===== config.mk =====
export PLATFORM = sky130hd
export DESIGN_NAME = mndf_ctrl
export DESIGN_NICKNAME = d
export VERILOG_FILES = /design/src/hw/rtl/mndf_pkg.sv /design/src/hw/rtl/mndf_ctrl.sv
export SDC_FILE = /design/constraint.sdc
export NUM_CORES = 1
export LEC_CHECK = 0
export ABC_CLOCK_PERIOD_IN_PS = 5300
export BUFFER_PORTS_ARGS = -buffer_cell sky130_fd_sc_hd__buf_2
export CAP_MARGIN = 40
export CORE_MARGIN = 5
export CORE_UTILIZATION = 50
export CTS_CLUSTER_DIAMETER = 60
export DETAILED_ROUTE_END_ITERATION = 12
export PLACE_DENSITY = 0.81
export SLEW_MARGIN = 20
export SYNTH_ARGS = -nofsm -noshare
export SYNTH_HDL_FRONTEND = slang
export SYNTH_SLANG_ARGS = --single-unit
export TNS_END_PERCENT = 1

===== constraint.sdc =====
create_clock -name clk_i -period 5.3 [get_ports clk_i]
set_input_delay 0.53 -clock clk_i [delete_from_list [all_inputs] [get_ports clk_i]]
set_output_delay 0.53 -clock clk_i [all_outputs]
set_load 0.05 [all_outputs]

===== src/hw/rtl/mndf_pkg.sv =====
// Package for the MOVERS-NWSC dissipative flux block: word format, codes,
// controller/datapath command types and the fixed micro-program.
// No dependencies.
`default_nettype none

package mndf_pkg;

  // Fixed-point word format (signed Q16.16)
  localparam int W  = 32;
  localparam int F  = 16;
  localparam int DW = W + F;   // divider dividend width
  localparam int CW = 31;      // config register width

  typedef logic signed [W-1:0] word_t;

  localparam word_t WMAX = {1'b0, {(W-1){1'b1}}};
  localparam word_t WMIN = {1'b1, {(W-1){1'b0}}};

  // Config register reset values
  localparam logic [CW-1:0] IGM1_RST = 31'd163840;
  localparam logic [CW-1:0] GAIN_RST = 31'd13763;
  localparam logic [CW-1:0] EPS_RST  = 31'd1;

  typedef enum logic [1:0] {
    CFG_IGM1 = 2'd0,
    CFG_GAIN = 2'd1,
    CFG_EPS  = 2'd2
  } cfg_idx_e;

  typedef enum logic {
    OPC_LEFT  = 1'b0,
    OPC_RIGHT = 1'b1
  } opc_e;

  typedef enum logic [2:0] {
    OP_MUL, OP_SENS, OP_ADD, OP_SUB, OP_AVG, OP_ABS, OP_ALPHA, OP_DIV
  } op_e;

  // Operand sources: temporaries live in RAM (bit 5 clear), the rest are registers
  typedef enum logic [5:0] {
    S_T0 = 6'd0, S_T1 = 6'd1, S_VNL = 6'd2, S_VNR = 6'd3,
    S_A0 = 6'd4, S_DU0 = 6'd5, S_SEN = 6'd6, S_AP = 6'd7,
    S_A1 = 6'd8, S_DU1 = 6'd9, S_A2 = 6'd10, S_DU2 = 6'd11,
    S_A3 = 6'd12, S_DU3 = 6'd13,
    S_LRHO = 6'd32, S_LU = 6'd33, S_LV = 6'd34, S_LP = 6'd35,
    S_LC0 = 6'd36, S_LC1 = 6'd37, S_LC2 = 6'd38, S_LC3 = 6'd39,
    S_RRHO = 6'd40, S_RU = 6'd41, S_RV = 6'd42, S_RP = 6'd43,
    S_RC0 = 6'd44, S_RC1 = 6'd45, S_RC2 = 6'd46, S_RC3 = 6'd47,
    S_NX = 6'd48, S_NY = 6'd49, S_IG = 6'd50, S_SG = 6'd51
  } src_e;

  // Destinations: temporaries (bit 4 clear) or flux staging registers
  typedef enum logic [4:0] {
    D_T0 = 5'd0, D_T1 = 5'd1, D_VNL = 5'd2, D_VNR = 5'd3,
    D_A0 = 5'd4, D_DU0 = 5'd5, D_SEN = 5'd6, D_AP = 5'd7,
    D_A1 = 5'd8, D_DU1 = 5'd9, D_A2 = 5'd10, D_DU2 = 5'd11,
    D_A3 = 5'd12, D_DU3 = 5'd13,
    D_F0 = 5'd16, D_F1 = 5'd17, D_F2 = 5'd18, D_F3 = 5'd19
  } dst_e;

  localparam int TMP_DEPTH = 16;
  localparam int TA = $clog2(TMP_DEPTH);

  typedef struct packed {
    op_e  op;
    src_e a;
    src_e b;
    dst_e dst;
  } uop_t;

  typedef enum logic [2:0] {
    ST_IDLE, ST_READ, ST_EXEC, ST_DIV, ST_WB, ST_DONE
  } state_e;

  // Controller to datapath
  typedef struct packed {
    logic accept;   // input item taken this cycle
    logic rd;       // read temporaries for uop
    logic exec;     // evaluate uop
    logic wb;       // write uop result
    logic publish;  // move flux staging to output registers
    uop_t uop;
  } cmd_t;

  // Datapath to controller
  typedef struct packed {
    logic div_done;
  } sts_t;

  localparam int NUM_UOPS = 71;
  localparam int PCW = $clog2(NUM_UOPS);

  // Micro-program for one face
  localparam uop_t PROG [NUM_UOPS] = '{
    // normal speeds
    '{OP_MUL, S_LU, S_NX, D_T0},
    '{OP_MUL, S_LV, S_NY, D_T1},
    '{OP_ADD, S_T0, S_T1, D_VNL},
    '{OP_MUL, S_RU, S_NX, D_T0},
    '{OP_MUL, S_RV, S_NY, D_T1},
    '{OP_ADD, S_T0, S_T1, D_VNR},
    // pressure sensor
    '{OP_SUB, S_RP, S_LP, D_T0},
    '{OP_ADD, S_RP, S_LP, D_T1},
    '{OP_DIV, S_T0, S_T1, D_T0},
    '{OP_SENS, S_SG, S_T0, D_SEN},
    // upwind coefficient
    '{OP_ABS, S_VNR, S_T0, D_T0},
    '{OP_ABS, S_VNL, S_T0, D_T1},
    '{OP_AVG, S_T0, S_T1, D_AP},
    // mass
    '{OP_MUL, S_RRHO, S_VNR, D_T0},
    '{OP_MUL, S_LRHO, S_VNL, D_T1},
    '{OP_SUB, S_T0, S_T1, D_A0},
    '{OP_SUB, S_RC0, S_LC0, D_DU0},
    '{OP_ALPHA, S_DU0, S_A0, D_A0},
    // x momentum
    '{OP_MUL, S_RRHO, S_RU, D_T0},
    '{OP_MUL, S_T0, S_VNR, D_T0},
    '{OP_MUL, S_RP, S_NX, D_T1},
    '{OP_ADD, S_T0, S_T1, D_A1},
    '{OP_MUL, S_LRHO, S_LU, D_T0},
    '{OP_MUL, S_T0, S_VNL, D_T0},
    '{OP_MUL, S_LP, S_NX, D_T1},
    '{OP_ADD, S_T0, S_T1, D_T0},
    '{OP_SUB, S_A1, S_T0, D_A1},
    '{OP_SUB, S_RC1, S_LC1, D_DU1},
    '{OP_ALPHA, S_DU1, S_A1, D_A1},
    // y momentum
    '{OP_MUL, S_RRHO, S_RV, D_T0},
    '{OP_MUL, S_T0, S_VNR, D_T0},
    '{OP_MUL, S_RP, S_NY, D_T1},
    '{OP_ADD, S_T0, S_T1, D_A2},
    '{OP_MUL, S_LRHO, S_LV, D_T0},
    '{OP_MUL, S_T0, S_VNL, D_T0},
    '{OP_MUL, S_LP, S_NY, D_T1},
    '{OP_ADD, S_T0, S_T1, D_T0},
    '{OP_SUB, S_A2, S_T0, D_A2},
    '{OP_SUB, S_RC2, S_LC2, D_DU2},
    '{OP_ALPHA, S_DU2, S_A2, D_A2},
    // energy, right enthalpy
    '{OP_MUL, S_RU, S_RU, D_T0},
    '{OP_MUL, S_RV, S_RV, D_T1},
    '{OP_AVG, S_T0, S_T1, D_T0},
    '{OP_MUL, S_RRHO, S_T0, D_T0},
    '{OP_MUL, S_RP, S_IG, D_T1},
    '{OP_ADD, S_T1, S_T0, D_T0},
    '{OP_ADD, S_T0, S_RP, D_T0},
    '{OP_MUL, S_T0, S_VNR, D_A3},
    // energy, left enthalpy
    '{OP_MUL, S_LU, S_LU, D_T0},
    '{OP_MUL, S_LV, S_LV, D_T1},
    '{OP_AVG, S_T0, S_T1, D_T0},
    '{OP_MUL, S_LRHO, S_T0, D_T0},
    '{OP_MUL, S_LP, S_IG, D_T1},
    '{OP_ADD, S_T1, S_T0, D_T0},
    '{OP_ADD, S_T0, S_LP, D_T0},
    '{OP_MUL, S_T0, S_VNL, D_T0},
    '{OP_SUB, S_A3, S_T0, D_A3},
    '{OP_SUB, S_RC3, S_LC3, D_DU3},
    '{OP_ALPHA, S_DU3, S_A3, D_A3},
    // final flux components
    '{OP_MUL, S_SEN, S_A0, D_T0},
    '{OP_MUL, S_AP, S_DU0, D_T1},
    '{OP_AVG, S_T0, S_T1, D_F0},
    '{OP_MUL, S_SEN, S_A1, D_T0},
    '{OP_MUL, S_AP, S_DU1, D_T1},
    '{OP_AVG, S_T0, S_T1, D_F1},
    '{OP_MUL, S_SEN, S_A2, D_T0},
    '{OP_MUL, S_AP, S_DU2, D_T1},
    '{OP_AVG, S_T0, S_T1, D_F2},
    '{OP_MUL, S_SEN, S_A3, D_T0},
    '{OP_MUL, S_AP, S_DU3, D_T1},
    '{OP_AVG, S_T0, S_T1, D_F3}
  };

endpackage

`default_nettype wire


===== src/hw/rtl/mndf_ctrl.sv =====
// Controller: sequences the micro-program over the datapath and owns the
// input and output handshakes. Depends on mndf_pkg.
`default_nettype none

module mndf_ctrl (
  input  wire logic           clk_i,
  input  wire logic           rst_ni,
  input  wire logic           in_valid_i,
  output logic                in_ready_o,
  input  wire logic           opcode_i,
  output logic                out_valid_o,
  input  wire logic           out_ready_i,
  output mndf_pkg::cmd_t      cmd_o,
  input  wire mndf_pkg::sts_t sts_i
);
  import mndf_pkg::*;

  state_e         state_q, state_d;
  logic [PCW-1:0] pc_q, pc_d;
  logic           oval_q, oval_d;
  logic           accept, last, publish;

  assign accept  = in_valid_i && state_q == ST_IDLE;
  assign last    = pc_q == PCW'(NUM_UOPS - 1);
  assign publish = state_q == ST_DONE && (!oval_q || out_ready_i);

  // Next state
  always_comb begin
    state_d = state_q;
    pc_d    = pc_q;
    case (state_q)
      ST_IDLE: begin
        if (accept && opcode_i == OPC_RIGHT) begin
          state_d = ST_READ;
          pc_d    = '0;
        end
      end
      ST_READ: state_d = ST_EXEC;
      ST_EXEC: state_d = (PROG[pc_q].op == OP_DIV) ? ST_DIV : ST_WB;
      ST_DIV: begin
        if (sts_i.div_done) state_d = ST_WB;
      end
      ST_WB: begin
        if (last) begin
          state_d = ST_DONE;
        end else begin
          state_d = ST_READ;
          pc_d    = pc_q + 1'b1;
        end
      end
      ST_DONE: begin
        if (publish) state_d = ST_IDLE;
      end
      default: state_d = ST_IDLE;
    endcase
  end

  // Output valid flag
  always_comb begin
    oval_d = oval_q;
    if (publish)          oval_d = 1'b1;
    else if (out_ready_i) oval_d = 1'b0;
  end

  always_ff @(posedge clk_i or negedge rst_ni) begin
    if (!rst_ni) begin
      state_q <= ST_IDLE;
      pc_q    <= '0;
      oval_q  <= 1'b0;
    end else begin
      state_q <= state_d;
      pc_q    <= pc_d;
      oval_q  <= oval_d;
    end
  end

  // Outputs
  always_comb begin
    in_ready_o    = state_q == ST_IDLE;
    out_valid_o   = oval_q;
    cmd_o.accept  = accept;
    cmd_o.rd      = state_q == ST_READ;
    cmd_o.exec    = state_q == ST_EXEC;
    cmd_o.wb      = state_q == ST_WB;
    cmd_o.publish = publish;
    cmd_o.uop     = PROG[pc_q];
  end

endmodule

`default_nettype wire

==> results.toml <==
[placed_design]
numPortBuffers = 32
place_hpwl_um = 5310
gp_congestion = 1.03

[route]
post_drt_via_cell_ratio = 6.91
drt-total-wl_um = 7490
route.vias.total = 2798
drc = 0
drt_iter0_markers = 524
drtPass1Iterations = 6
wl_per_cell_um = 18.5
ant_nets = 0

[hold_path]
hold_class = "input port to async pin"

[critical_path]
cp_cell_sequence = "inv_1 > ha_1 > nor2_1 > a21oi_1 > mux4_2 > or3_1 > o211ai_1 > buf_2"
cp_data_arrival_time_ns = 3.30
crit_buf_inv = 2
setup.worst_path.start_class = "register"
cp-end-kind = "output port"
path_class = "register to output port"
crit_fanout = 22
slowest_delay_ns = 0.80
critPathRequiredTime_ns = 4.77
path_delay_family = "flip-flops"
critPathSlowestCell = "dfrtp_1"

[sta]
period_needed_ns = 3.83
worstMarginPinSlew_ns = 0.901
fin_crit_sh_pct = 72.2
whs_ns = 0.148
fin_setup_tns_ns = 0
grt_setup_unrepaired = "no"
fmaxAchievable_mhz = 261
relSlewSlack_pct = 38.4
final-setup-viol-count = 0
slew_viol_final = 0
clock_skew_ns = 0.00157
hold_viol_final = 0

[synthesis]
synth_commonest_cells = "nand2_1, nor2_1, a21oi_1, o21ai_0, clkbuf_1"
synth.area.top_cells = "dfrtp_1, nand2_1, ha_1"
synthSimpleGateAreaFrac_pct = 28.1
synth_edf_count = 0
netlist_instances = 349
synth_compound_area_share_pct = 38.1
synth_cell_types = 64
netlist.area_leader.share_pct = 11.9
synth_nets = 367
synth_top_family_by_area = "compound AO/OA/AOI/OAI gates"
synth_fa_ha_area_share_pct = 6.49
synthXorXnorAreaFrac_pct = 0.379
yosys_warnings = 0
synth.ff_latch_count = 11
async_flop_share_pct = 100
synthMuxAreaShare_pct = 4.55
synth_largest_area_cell = "dfrtp_1"
yosysMostFrequentCell = "nand2_1"
syn_area_um2 = 2310
synth_flop_cell = "dfrtp_1"
syn_area_per_cell_um2 = 6.63
seq_area_frac_synth_pct = 11.9

[floorplanning]
rows = 24
coreArea_um2 = 4410
die_x_um = 78.0
die-area_um2 = 6080
ios = 33
initial_core_util_pct = 52.4
die_y_um = 78.0

[flow_run]
maxCapViolCount = 0

[finish]
seqCellArea_um2 = 275
antennaDiodeCount = 0
layout.nets = 372
multi_input_area_um2 = 1800
utilization_pct = 56.0
areaGrowthSynthToFinish_pct = 6.82
drive_above_1_share_pct = 15.3
final.fill_count = 421

[clock_network]
clock_latency_ns = 0.23
cts.sinks = 11
cts-root-buf = "clkbuf_8"
htreeDepth = 1
cts_setup_buffers = 0
path_clk_slew_ns = 0.04
cts_tree = "yes"
cts_resized = 0
numCtsBuffers = 3
hold_buffers = 0
clk_path_buf_depth = 2

[global_route]
grt_max_degree = 35
grt_pass1_wl_um = 11900
grt_usage_pct = 23.4
overflow = 0
grt_pass1_vias = 2361
grt_antenna_before_repair = 0

[power]
p_leak_uw = 0.00101
p_per_area_nw_per_um2 = 287
irDropWorstVdd_v = 0.000316

[outcome]
outcome = "complete, no violations"
power by group:
| part | leakage, uW | switching [uW] | internal [uW] | total, uW |
|---|---|---|---|---|
| Combinational | 0.000838 | 342 | 147 | 489 |
| Sequential | 0.000151 | 41.5 | 99.3 | 141 |
| Clock | 0.0000228 | 27.4 | 52.4 | 79.8 |
| Total | 0.00101 | 411 | 299 | 710 |
routing by layer:
metal / part of all wire, % / vias up / global-route usage, %
met5: 0 / - / 0
met4: 3.6 / 0 / 10.6
met3: 9.0 / 32 / 1.39
met2: 47 / 179 / 38.0
met1: 40 / 1292 / 31.7
li1: - / 1295 / -
cell type report:
cell class	count	area share (%)
inverters	14	2.13
clock buffers	4	1.82
flip-flops and latches	11	11.1
repair buffers	39	9.52
multi-input cells	285	72.7
well taps	52	2.63
state kept, by name (all words and copies together), names as in the netlist:
signal,cells
state_q,3
pc_q,7
out_valid_o,1
cell families after synthesis:
group	Yosys count
DFF	11
AOI/OAI and AO/OA	129
and+or+nand+nor	135
adders and majority gates	12
buffers and inverters	53
muxes	8
xor gates and xnor gates	1
final timing paths:
path	start	endpoint	slack, ns	cells past startpoint
max in group asynchronous	rst_ni	pc_q[0]	4.96	1
min	rst_ni	state_q[0]	0.15	1
max	pc_q[1]	cmd_o[11]	1.47	8
max reg2reg	pc_q[1]	state_q[0]	2.26	7
min reg2reg	out_valid_o	out_valid_o	0.52	2
min in group clk_i	out_valid_o	out_valid_o	0.52	2
through the flow:
step	std cells	area, um^2	total power [uW]	setup WS (ns)
2_1_floorplan	349	2310	530	1.60
3_5_place_dp	400	2410	623	1.81
5_1_grt	405	2470	762	1.32
6_report	405	2470	710	1.47
3_3_place_gp	398	2380	617	1.89
4_1_cts	404	2450	707	1.56
layout by cell type (no fill, tap or decap), types with 3 or more instances in the layout:
master / instances
a211oi_1: 10
o221ai_1: 4
a221oi_1: 4
buf_8: 3
ha_1: 12
buf_4: 4
and2_1: 3
nor2_1: 30
clkbuf_8: 3
a21oi_1: 26
dfrtp_1: 11
nand2_1: 43
o31ai_1: 6
nor3_1: 7
a311oi_1: 3
o211ai_1: 8
nor2b_1: 8
o21ai_1: 11
mux2i_1: 6
inv_2: 3
inv_1: 10
o21ai_0: 22
or3_1: 3
buf_2: 32
a31oi_1: 6
nand2b_1: 15
nand3_1: 16
Note: power is estimated with default switching activity, not from simulation.
